==> config.mk <==
export PLATFORM = sky130hd
export DESIGN_NAME = length_prefixed_dictionary_splitter
export DESIGN_NICKNAME = d
export VERILOG_FILES = /design/src/lpds_pkg.sv /design/src/lpds_core.sv /design/src/length_prefixed_dictionary_splitter.sv
export SDC_FILE = /design/constraint.sdc
export NUM_CORES = 1
export LEC_CHECK = 0
export BUFFER_PORTS_ARGS = -buffer_cell sky130_fd_sc_hd__buf_2
export CORE_MARGIN = 1.5
export CORE_UTILIZATION = 56
export CTS_CLUSTER_SIZE = 40
export DETAILED_ROUTE_END_ITERATION = 10
export GPL_ROUTABILITY_DRIVEN = 0
export PLACE_DENSITY = 0.82
export SYNTH_ARGS = -nofsm -noshare
export SYNTH_HDL_FRONTEND = slang
export SYNTH_SLANG_ARGS = --single-unit
==> constraint.sdc <==
create_clock -name clk -period 16.1 [get_ports clk]
set_input_delay 1.61 -clock clk [delete_from_list [all_inputs] [get_ports clk]]
set_output_delay 1.61 -clock clk [all_outputs]
set_load 0.03 [all_outputs]
==> src/lpds_pkg.sv <==
// lpds_pkg: shared types and codes for the length-prefixed dictionary splitter
// request and result payloads, command and status codes, parse phase encoding
// no dependencies
`default_nettype none

package lpds_pkg;

	localparam int unsigned PosW      = 31;
	localparam int unsigned GenW      = 32;
	localparam int unsigned PrefixW   = 32;
	localparam int unsigned PrefixLen = 4;
	localparam int unsigned PaddrW    = 3;
	localparam int unsigned PdataW    = 32;

	typedef logic [PosW-1:0] pos_t;

	// request commands
	localparam logic CMD_START = 1'b0;
	localparam logic CMD_BYTE  = 1'b1;

	// register indexes, taken from paddr[2]
	localparam logic REG_PAGE_LEN    = 1'b0;
	localparam logic REG_VALUE_COUNT = 1'b1;

	typedef enum logic [2:0] {
		ST_RUNNING  = 3'd0,
		ST_DONE     = 3'd1,
		ST_TRUNC    = 3'd2,
		ST_OVERRUN  = 3'd3,
		ST_MISMATCH = 3'd4
	} status_t;

	typedef enum logic [2:0] {
		PH_IDLE   = 3'b001,
		PH_PREFIX = 3'b010,
		PH_VALUE  = 3'b100
	} phase_t;

	typedef struct packed {
		logic       command;
		logic [7:0] data_byte;
	} in_t;

	typedef struct packed {
		logic            entry_valid;
		pos_t            entry_offset;
		pos_t            entry_length;
		status_t         parse_status;
		logic [GenW-1:0] generation;
	} out_t;

	typedef struct packed {
		pos_t page_len;
		pos_t value_count;
	} cfg_t;

endpackage

`default_nettype wire

==> src/lpds_core.sv <==
// lpds_core: parse state and per-byte update of the dictionary splitter
// one request handled per cycle when go is high, result is combinational
// depends on lpds_pkg
`default_nettype none

module lpds_core (
	input  wire logic          clk,
	input  wire logic          arst_n,
	input  wire logic          go,
	input  wire lpds_pkg::in_t item,
	input  wire lpds_pkg::cfg_t cfg,
	output logic               res_valid,
	output lpds_pkg::out_t     res
);
	import lpds_pkg::*;

	phase_t              phase_q, phase_d;
	logic [PrefixW-1:0]  accum_q, accum_d;
	logic [1:0]          seen_q, seen_d;
	pos_t                left_q, left_d;
	pos_t                pos_q, pos_d;
	pos_t                start_q, start_d;
	pos_t                ent_q, ent_d;
	logic [GenW-1:0]     gen_q, gen_d;

	logic               chk, fin, ovr;
	pos_t               fin_len;
	pos_t               diff;
	logic [PrefixW-1:0] acc_new;
	status_t            st;

	// entry boundary check
	function automatic status_t boundary(input pos_t ent, input pos_t pos, input cfg_t c);
		status_t s;
		pos_t    rem;
		rem = c.page_len - pos;
		if (ent >= c.value_count) begin
			s = (pos == c.page_len) ? ST_DONE : ST_MISMATCH;
		end else if (pos > c.page_len || rem < pos_t'(PrefixLen)) begin
			s = ST_TRUNC;
		end else begin
			s = ST_RUNNING;
		end
		return s;
	endfunction

	always_comb begin
		phase_d = phase_q;
		accum_d = accum_q;
		seen_d  = seen_q;
		left_d  = left_q;
		pos_d   = pos_q;
		start_d = start_q;
		ent_d   = ent_q;
		gen_d   = gen_q;
		chk     = 1'b0;
		fin     = 1'b0;
		ovr     = 1'b0;
		fin_len = '0;
		st      = ST_RUNNING;
		diff    = '0;
		acc_new = accum_q | ({{(PrefixW-8){1'b0}}, item.data_byte} << {seen_q, 3'b000});

		if (item.command == CMD_START) begin
			pos_d   = '0;
			ent_d   = '0;
			start_d = '0;
			left_d  = '0;
			accum_d = '0;
			seen_d  = '0;
			chk     = 1'b1;
		end else begin
			unique case (phase_q)
				PH_PREFIX: begin
					pos_d   = pos_q + pos_t'(1);
					accum_d = acc_new;
					diff    = cfg.page_len - pos_d;
					if (seen_q != 2'd3) begin
						seen_d = seen_q + 2'd1;
					end else begin
						seen_d  = '0;
						start_d = pos_d;
						if (pos_d > cfg.page_len || acc_new > {1'b0, diff}) begin
							phase_d = PH_IDLE;
							ovr     = 1'b1;
						end else if (acc_new == '0) begin
							fin = 1'b1;
						end else begin
							left_d  = acc_new[PosW-1:0];
							phase_d = PH_VALUE;
						end
					end
				end
				PH_VALUE: begin
					pos_d  = pos_q + pos_t'(1);
					left_d = left_q - pos_t'(1);
					if (left_d == '0) begin
						phase_d = PH_IDLE;
						fin     = 1'b1;
						fin_len = accum_q[PosW-1:0];
					end
				end
				PH_IDLE: begin
				end
				default: begin
					phase_d = PH_IDLE;
				end
			endcase
		end

		if (fin) begin
			ent_d = ent_q + pos_t'(1);
			chk   = 1'b1;
		end

		if (chk) begin
			st = boundary(ent_d, pos_d, cfg);
			if (st == ST_DONE) begin
				gen_d = gen_q + GenW'(1);
			end
			if (st == ST_RUNNING) begin
				phase_d = PH_PREFIX;
				accum_d = '0;
				seen_d  = '0;
			end else begin
				phase_d = PH_IDLE;
			end
		end

		res_valid          = fin || ovr || (chk && st != ST_RUNNING);
		res.entry_valid    = fin;
		res.entry_offset   = fin ? start_d : '0;
		res.entry_length   = fin ? fin_len : '0;
		res.parse_status   = ovr ? ST_OVERRUN : st;
		res.generation     = gen_d;
	end

	always_ff @(posedge clk or negedge arst_n) begin
		if (!arst_n) begin
			phase_q <= PH_IDLE;
			accum_q <= '0;
			seen_q  <= '0;
			left_q  <= '0;
			pos_q   <= '0;
			start_q <= '0;
			ent_q   <= '0;
			gen_q   <= '0;
		end else if (go) begin
			phase_q <= phase_d;
			accum_q <= accum_d;
			seen_q  <= seen_d;
			left_q  <= left_d;
			pos_q   <= pos_d;
			start_q <= start_d;
			ent_q   <= ent_d;
			gen_q   <= gen_d;
		end
	end

endmodule

`default_nettype wire

==> src/length_prefixed_dictionary_splitter.sv <==
// length_prefixed_dictionary_splitter: top level of the dictionary splitter
// request register, parse core, result register and apb register file
// depends on lpds_pkg and lpds_core
//
// channel  direction  handshake                 payload
// -------  ---------  ------------------------  --------------------------------
// in       request    in_valid / in_ready       in_item  (lpds_pkg::in_t)
// out      result     out_valid / out_ready     out_item (lpds_pkg::out_t)
// apb      config     psel penable pwrite       paddr pwdata prdata, pready tied
//
// one request per cycle while results are taken; a request waits in the input
// register until the result slot frees, and its result, if any, is registered
// into the output register as it moves on; the parse core updates its counters
// once per request; reset clears all parse state, the generation count, the
// config registers and both valid flags; a stalled result holds the output
// register; the input drains into it in the same cycle the result is taken
`default_nettype none

module length_prefixed_dictionary_splitter (
	input  wire logic                          clk,
	input  wire logic                          arst_n,
	input  wire logic                          in_valid,
	output logic                               in_ready,
	input  wire lpds_pkg::in_t                 in_item,
	output logic                               out_valid,
	input  wire logic                          out_ready,
	output lpds_pkg::out_t                     out_item,
	input  wire logic                          psel,
	input  wire logic                          penable,
	input  wire logic                          pwrite,
	input  wire logic [lpds_pkg::PaddrW-1:0]   paddr,
	input  wire logic [lpds_pkg::PdataW-1:0]   pwdata,
	output logic [lpds_pkg::PdataW-1:0]        prdata,
	output logic                               pready
);
	import lpds_pkg::*;

	// request stage
	in_t  item_s1;
	logic valid_s1;

	// result stage
	out_t res_s2;
	logic valid_s2;

	// config registers
	pos_t page_len_q;
	pos_t value_count_q;
	cfg_t cfg;

	logic go;
	logic core_res_valid;
	out_t core_res;
	logic wr_en;

	// request in stage one moves on when the result slot is free or draining
	assign go       = valid_s1 && (!valid_s2 || out_ready);
	assign in_ready = !valid_s1 || go;

	always_ff @(posedge clk or negedge arst_n) begin
		if (!arst_n) begin
			valid_s1 <= 1'b0;
		end else if (in_ready) begin
			valid_s1 <= in_valid;
		end
	end

	always_ff @(posedge clk) begin
		if (in_ready && in_valid) begin
			item_s1 <= in_item;
		end
	end

	assign cfg.page_len    = page_len_q;
	assign cfg.value_count = value_count_q;

	lpds_core u_core (
		.clk       (clk),
		.arst_n    (arst_n),
		.go        (go),
		.item      (item_s1),
		.cfg       (cfg),
		.res_valid (core_res_valid),
		.res       (core_res)
	);

	// result register; requests that give no result just clear the slot
	always_ff @(posedge clk or negedge arst_n) begin
		if (!arst_n) begin
			valid_s2 <= 1'b0;
		end else if (go) begin
			valid_s2 <= core_res_valid;
		end else if (out_ready) begin
			valid_s2 <= 1'b0;
		end
	end

	always_ff @(posedge clk) begin
		if (go && core_res_valid) begin
			res_s2 <= core_res;
		end
	end

	assign out_valid = valid_s2;
	assign out_item  = res_s2;

	// apb register file, no wait states
	assign pready = 1'b1;
	assign wr_en  = psel && penable && pwrite;

	always_ff @(posedge clk or negedge arst_n) begin
		if (!arst_n) begin
			page_len_q    <= '0;
			value_count_q <= '0;
		end else if (wr_en) begin
			unique case (paddr[2])
				REG_PAGE_LEN:    page_len_q    <= pwdata[PosW-1:0];
				REG_VALUE_COUNT: value_count_q <= pwdata[PosW-1:0];
				default: begin
				end
			endcase
		end
	end

	always_comb begin
		unique case (paddr[2])
			REG_PAGE_LEN:    prdata = {{(PdataW-PosW){1'b0}}, page_len_q};
			REG_VALUE_COUNT: prdata = {{(PdataW-PosW){1'b0}}, value_count_q};
			default:         prdata = '0;
		endcase
	end

`ifndef SYNTH
	// a reported entry never carries an overrun
	a_entry_not_overrun: assert property (@(posedge clk) disable iff (!arst_n)
		(out_valid && out_item.entry_valid) |-> (out_item.parse_status != ST_OVERRUN))
		else $error("entry reported with overrun status");

	// a result while still running is always an entry
	a_running_is_entry: assert property (@(posedge clk) disable iff (!arst_n)
		(out_valid && out_item.parse_status == ST_RUNNING) |-> out_item.entry_valid)
		else $error("running status without an entry");

	// a request with no result leaves the result slot empty
	a_no_result_empty: assert property (@(posedge clk) disable iff (!arst_n)
		(go && !core_res_valid) |=> !out_valid)
		else $error("result slot filled by a request without a result");
`endif

endmodule

`default_nettype wire

==> out/qor.yml, run 1 <==
outcome: "completed"
cp.required_ns: 16.32
power_density_mw_per_mm2: 132.1
maxCapViolations: 0
crit_arrival_ns: 12.26
cts.clk_slew.worst_paths_ns: 0.07
syn_inst: 2672
power_leakage_nw: 11.41
antenna_found_initial: 0
async_flop_share_pct: 70.60
start_util_pct: 57.20
seq_area_frac_synth_pct: 39.84
slew_headroom_pct: 25.12
ys_ff_latch: 364
timing.rr.start: "u_core.pos_q[0]$_DFFE_PN0P_"
start_kind: "register"
layout_commonest_cell: "nand2_1"
num_vias: 21560
yosysUniqueCellTypes: 90
synth_nets: 2854
clockRootBuffer: "clkbuf_16"
critPathLaunch: "u_core.pos_q[0]$_DFFE_PN0P_"
path_max_fanout: 61
htreeDepth: 2
yosys_warnings: 0
cts_resized: 0
grt_pass1_vias: 20340
setup_viol: 0
rsz0062_at_grt: "false"
cts_buffer_depth: 3
dieArea_mm2: 0.04449
hold_depth: 1
holdPathEnd: "u_core.gen_q[31]$_DFFE_PN0P_"
stdcell_count: 3364
fp-row-count: 75
ios: 184
initialDrtViolationCount: 2695
cts.sinks: 364
end_kind: "register"
via_per_inst: 6.408
hold_violations: 0
hold_class: "register to register"
min_from: "u_core.gen_q[31]$_DFFE_PN0P_"
place_inst: 3293
cts_hold_buf: 0
area_delta_synth_final_pct: 10.57
cts_tree: "done"
ys.flop_type: "dfrtp_1"
fin_crit_ns: 12.04
drive_gt1_share_pct: 14.64
die_h_um: 210.9
hpwl_um: 50150
maxSlewViolCount: 0
period_share_pct: 74.76
synth-edff-count: 107
drc_errors: 0
r2r_slack_ns: 4.06
n_fill_cell: 3405
overflow: 0
antenna_cells: 0
first_pass_iters: 6
synth.avg_cell_area_um2: 9.060
die_x_um: 210.9
mostFrequentLayoutCells: "nand2_1, dfrtp_1, nor2_1, o21ai_0, buf_2"
numCtsBuffers: 39
critPathKind: "register to register"
max_freq_ghz: 0.08308
grt_max_degree: 114
cp_slowest_cell: "a2111oi_0"
vdd_ir_drop_max_mv: 0.09363
r2r_end: "out_item[1]$_DFFE_PP_"
gr-usage-all-layers_pct: 30.91
grt_pass1_wl_um: 108700
port_buffers: 178
drt-total-wl_um: 69450
worst_pin_slew_ns: 1.115
cts_setup_buffers: 0
drtAntennaViolNets: 0
core_area_mm2: 0.04232
wire_per_inst_um: 20.65
slowest_delay_ns: 0.71
nNetsFinal: 2939
reg2reg_depth: 42
setup_tns_ns: 0
worstSkewPairLatency_ns: 0.58
fin_skew_ns: 0.02457
mappedNetlistArea_mm2: 0.02421
-- worst max path at each step --
stage / cells after the start / end / slack, ns
after floorplan: 41 / out_item[0]$_DFFE_PP_ / 0.49
after global placement: 42 / out_item[4]$_DFFE_PP_ / 4.88
after detailed placement: 42 / out_item[4]$_DFFE_PP_ / 4.42
after CTS: 42 / out_item[4]$_DFFE_PP_ / 4.30
after global routing: 42 / out_item[1]$_DFFE_PP_ / 3.47
final: 42 / out_item[1]$_DFFE_PP_ / 4.06
-- sequential cells by signal, indices dropped and copies added (netlist names), 2 cells and up --
| register | count |
|---|---|
| u_core.accum_q | 32 |
| u_core.phase_q | 3 |
| item_s1 | 9 |
| value_count_q | 31 |
| page_len_q | 31 |
| u_core.pos_q | 31 |
| u_core.gen_q | 32 |
| u_core.ent_q | 31 |
| u_core.left_q | 31 |
| out_item | 98 |
| u_core.start_q | 31 |
| u_core.seen_q | 2 |
-- kinds of logic (layout without fill, tap and decap cells) --
group	count (synthesis)	count (layout)	synth area share (%)
and+or+nand+nor	966	966	19.76
AOI/OAI and AO/OA	652	652	17.27
DFF	364	364	39.84
buffers and inverters	248	363	3.980
xor gates and xnor gates	186	186	6.729
adders and majority gates	131	131	6.801
muxes	123	123	5.582
other	2	2	0.03102
-- layout make-up --
class	instances	area (µm²)	area share (%)
Clock inverter	21	276.5	1.033
Tap cell	577	721.9	2.697
Inverter	92	345.3	1.290
Sequential cell	364	9646	36.03
Clock buffer	50	1059	3.954
Timing Repair Buffer	200	1066	3.982
Multi-Input combinational cell	2060	13650	51.01
-- worst max-delay path: cells and delay by family, from the launching register on --
kind / cells / cell delay (ns)
buffers and inverters: 1 / 0.39
multiplexers: 1 / 0.14
AO/OA/AOI/OAI: 21 / 5.21
flip-flops: 1 / 0.55
XOR/XNOR: 2 / 0.39
AND/OR/NAND/NOR: 13 / 3.72
adder cells (fa/ha/maj): 4 / 1.22
-- where the power goes --
group | total (mW) | switching, mW | internal (mW) | leakage (nW)
sequential | 1.20 | 0.148 | 1.05 | 4.49
combinational | 1.39 | 0.889 | 0.499 | 6.28
clock | 0.947 | 0.383 | 0.564 | 0.645
total | 3.54 | 1.42 | 2.12 | 11.4
-- synth_stat cells (11+ instances only) --
| cell type | number | area share [%] |
|---|---|---|
| o31ai_1 | 12 | 0.37 |
| and3_1 | 46 | 1.2 |
| nor4_1 | 40 | 1.0 |
| nand2_1 | 303 | 4.7 |
| xnor2_1 | 124 | 4.5 |
| o21ai_1 | 13 | 0.27 |
| edfxtp_1 | 107 | 13 |
| nor2_1 | 213 | 3.3 |
| or4_1 | 12 | 0.37 |
| o2bb2ai_1 | 11 | 0.40 |
| mux2_2 | 96 | 4.5 |
| o211ai_1 | 17 | 0.53 |
| and2_1 | 51 | 1.3 |
| nand2b_1 | 29 | 0.75 |
| mux2i_1 | 27 | 1.1 |
| nor3_1 | 58 | 1.2 |
| xor2_1 | 62 | 2.2 |
| a21oi_1 | 149 | 3.1 |
| nor2b_1 | 14 | 0.36 |
| a21o_1 | 41 | 1.3 |
| a22o_1 | 28 | 1.0 |
| nand4_1 | 52 | 1.3 |
| or3_1 | 17 | 0.44 |
| a211oi_1 | 37 | 1.1 |
| nand3_1 | 72 | 1.5 |
| o21a_1 | 44 | 1.4 |
| buf_1 | 14 | 0.22 |
| inv_1 | 92 | 1.4 |
| dfrtp_1 | 256 | 26 |
| clkbuf_1 | 130 | 2.0 |
| ha_1 | 130 | 6.7 |
| o21ai_0 | 197 | 4.1 |
| or2_2 | 12 | 0.31 |
-- per-stage QoR --
| step | area (µm²) | hold WS, ns | util [%] | power (mW) | setup slack [ns] |
|---|---|---|---|---|---|
| finish | 26770 | 0.4886 | 63.25 | 3.537 | 4.064 |
| global route | 26770 | 0.5081 | 63.25 | 3.709 | 3.466 |
| CTS | 26770 | 0.4915 | 63.25 | 3.502 | 4.298 |
| detailed placement | 25430 | 0.4809 | 60.09 | 2.547 | 4.424 |
| global placement | 25430 | 0.4745 | 60.09 | 2.484 | 4.879 |
| floorplan | 24210 | 0.4607 | - | 2.151 | 0.4896 |
-- metal layers --
layer  vias up  wire (µm)  GRT usage [%]
met5         -          0              0
met4         0       4388          18.62
met3       291       6819          6.319
met2      1216      31140          48.31
met1     10220      27100          39.71
li1       9834          -              -
No activity file was read; power rests on OpenSTA's default activity.
==> run 2, diff against run 1 <==
- clock period: 16.1 -> 10.7 ns (I/O delays scaled with it)
==> out/qor.yml, run 2 (synthesis results as in run 1) <==
largest_register_ffs: 98
worstSkewPairLatency_ns: 0.57
r2r_slack_ns: 0.67
setup_ws_ns: 0.6740
clockRootBuffer: "clkbuf_16"
hold_violations: 0
crit_arrival_ns: 10.26
setup_tns_ns: 0
die_x_um: 210.9
port_buffers: 178
die_h_um: 210.9
antenna_cells: 0
slew_headroom_pct: 27.74
cts.sinks: 364
end_kind: "register"
maxCapViolations: 0
drive_gt1_share_pct: 15.17
via_per_inst: 6.371
first_pass_iters: 7
htreeDepth: 2
hold_ws_ns: 0.5010
antenna_found_initial: 0
start_util_pct: 57.20
grt_pass1_wl_um: 109700
overflow: 0
setup_viol: 0
final_cell_area_mm2: 0.02699
slowest_delay_ns: 0.52
power_leakage_nw: 11.49
num_vias: 21480
drc_errors: 0
grt_pass1_vias: 20380
place_area_mm2: 0.02550
fp-row-count: 75
cp_slowest_cell: "or4_1"
critPathKind: "register to register"
gr-usage-all-layers_pct: 31.07
power_mw: 5.416
drt-total-wl_um: 70060
vdd_ir_drop_max_mv: 0.2110
crit_path_frequent_cell: "nor2_1"
path_max_fanout: 57
cp.required_ns: 10.94
cts.clk_slew.worst_paths_ns: 0.06
period_share_pct: 93.70
grt_max_degree: 148
start_kind: "register"
area_delta_synth_final_pct: 11.50
core_area_mm2: 0.04232
mostFrequentLayoutCells: "nand2_1, dfrtp_1, nor2_1, o21ai_0, buf_2"
cts_tree: "done"
ios: 184
maxSlewViolCount: 0
worst_pin_slew_ns: 1.081
hold_class: "register to register"
pre_cts_ws_ns: 0.2859
drtAntennaViolNets: 0
numCtsBuffers: 40
cts_buffer_depth: 3
wire_per_inst_um: 20.78
hpwl_um: 50130
dieArea_mm2: 0.04449
max_freq_ghz: 0.09974
cts_hold_buf: 0
initialDrtViolationCount: 2641
crit_family: "simple AND/OR/NAND/NOR gates"
fin_crit_ns: 10.03
nNetsFinal: 2945
cp_num_buf_inv: 3
power_density_mw_per_mm2: 200.6
outcome: "completed"
layout_commonest_cell: "nand2_1"
fin_skew_ns: 0.02786
rsz0062_at_grt: "false"
-- run 2: cell types whose count changed in the layout (fill, tap and decap cells not counted), moves of 2 or more --
cell and delta:
buf_12 +3, a2111oi_0 -2, a2111oi_1 +2, a21oi_1 -2, a21oi_2 +2, clkbuf_1 +2
clkbuf_16 +2, clkinv_2 -2, nor3_1 -2, nor3_2 +2
-- run 2: worst paths after layout --
path | cells past startpoint | to | startpoint
setup / recovery | 43 | out_item[9]$_DFFE_PP_ | u_core.pos_q[1]$_DFFE_PN0P_
hold / removal | 1 | u_core.gen_q[31]$_DFFE_PN0P_ | u_core.gen_q[31]$_DFFE_PN0P_
setup reg to reg | 43 | out_item[9]$_DFFE_PP_ | u_core.pos_q[1]$_DFFE_PN0P_
hold reg to reg | 1 | u_core.gen_q[31]$_DFFE_PN0P_ | u_core.gen_q[31]$_DFFE_PN0P_
max in group asynchronous | 2 | u_core.left_q[2]$_DFFE_PN0P_ | arst_n
min in group asynchronous | 1 | u_core.pos_q[8]$_DFFE_PN0P_ | arst_n
-- run 2: timing repair --
action                                  4_1_cts  5_1_grt
setup buffers                                 0        3
endpoints found under the setup margin        0      199
gates resized for setup                       0       13
-- run 2: routing by layer --
layer	GRT usage, %	wire length [µm]	part of all wire [%]	up-vias
li1	-	-	-	9831
met1	40.53	28040	40	10340
met3	6.125	6343	9.1	244
met2	48.69	31430	45	1067
met4	17.22	4247	6.1	0
met5	0.2225	0	0	-
-- run 2: cell type report --
| cell class | instances | area, µm² |
|---|---|---|
| multi-input combinational | 2060 | 13700 |
| clock buffer | 55 | 1130 |
| inverter | 92 | 345.3 |
| timing repair buffer | 205 | 1152 |
| tap | 577 | 721.9 |
| sequential | 364 | 9647 |
| clock inverter | 19 | 296.5 |
| fill | 3386 | 15330 |
-- run 2: power breakdown --
group,switching (mW),total (mW),internal (mW)
clock network,0.589,1.50,0.915
logic,1.35,2.10,0.757
registers,0.223,1.81,1.59
total,2.16,5.42,3.26
-- run 2: per-stage QoR --
stage,util (%),std cells
5_1_grt,63.78,3372
3_3_place_gp,60.25,3295
4_1_cts,63.62,3369
2_1_floorplan,-,2672
3_5_place_dp,60.25,3295
6_report,63.78,3372
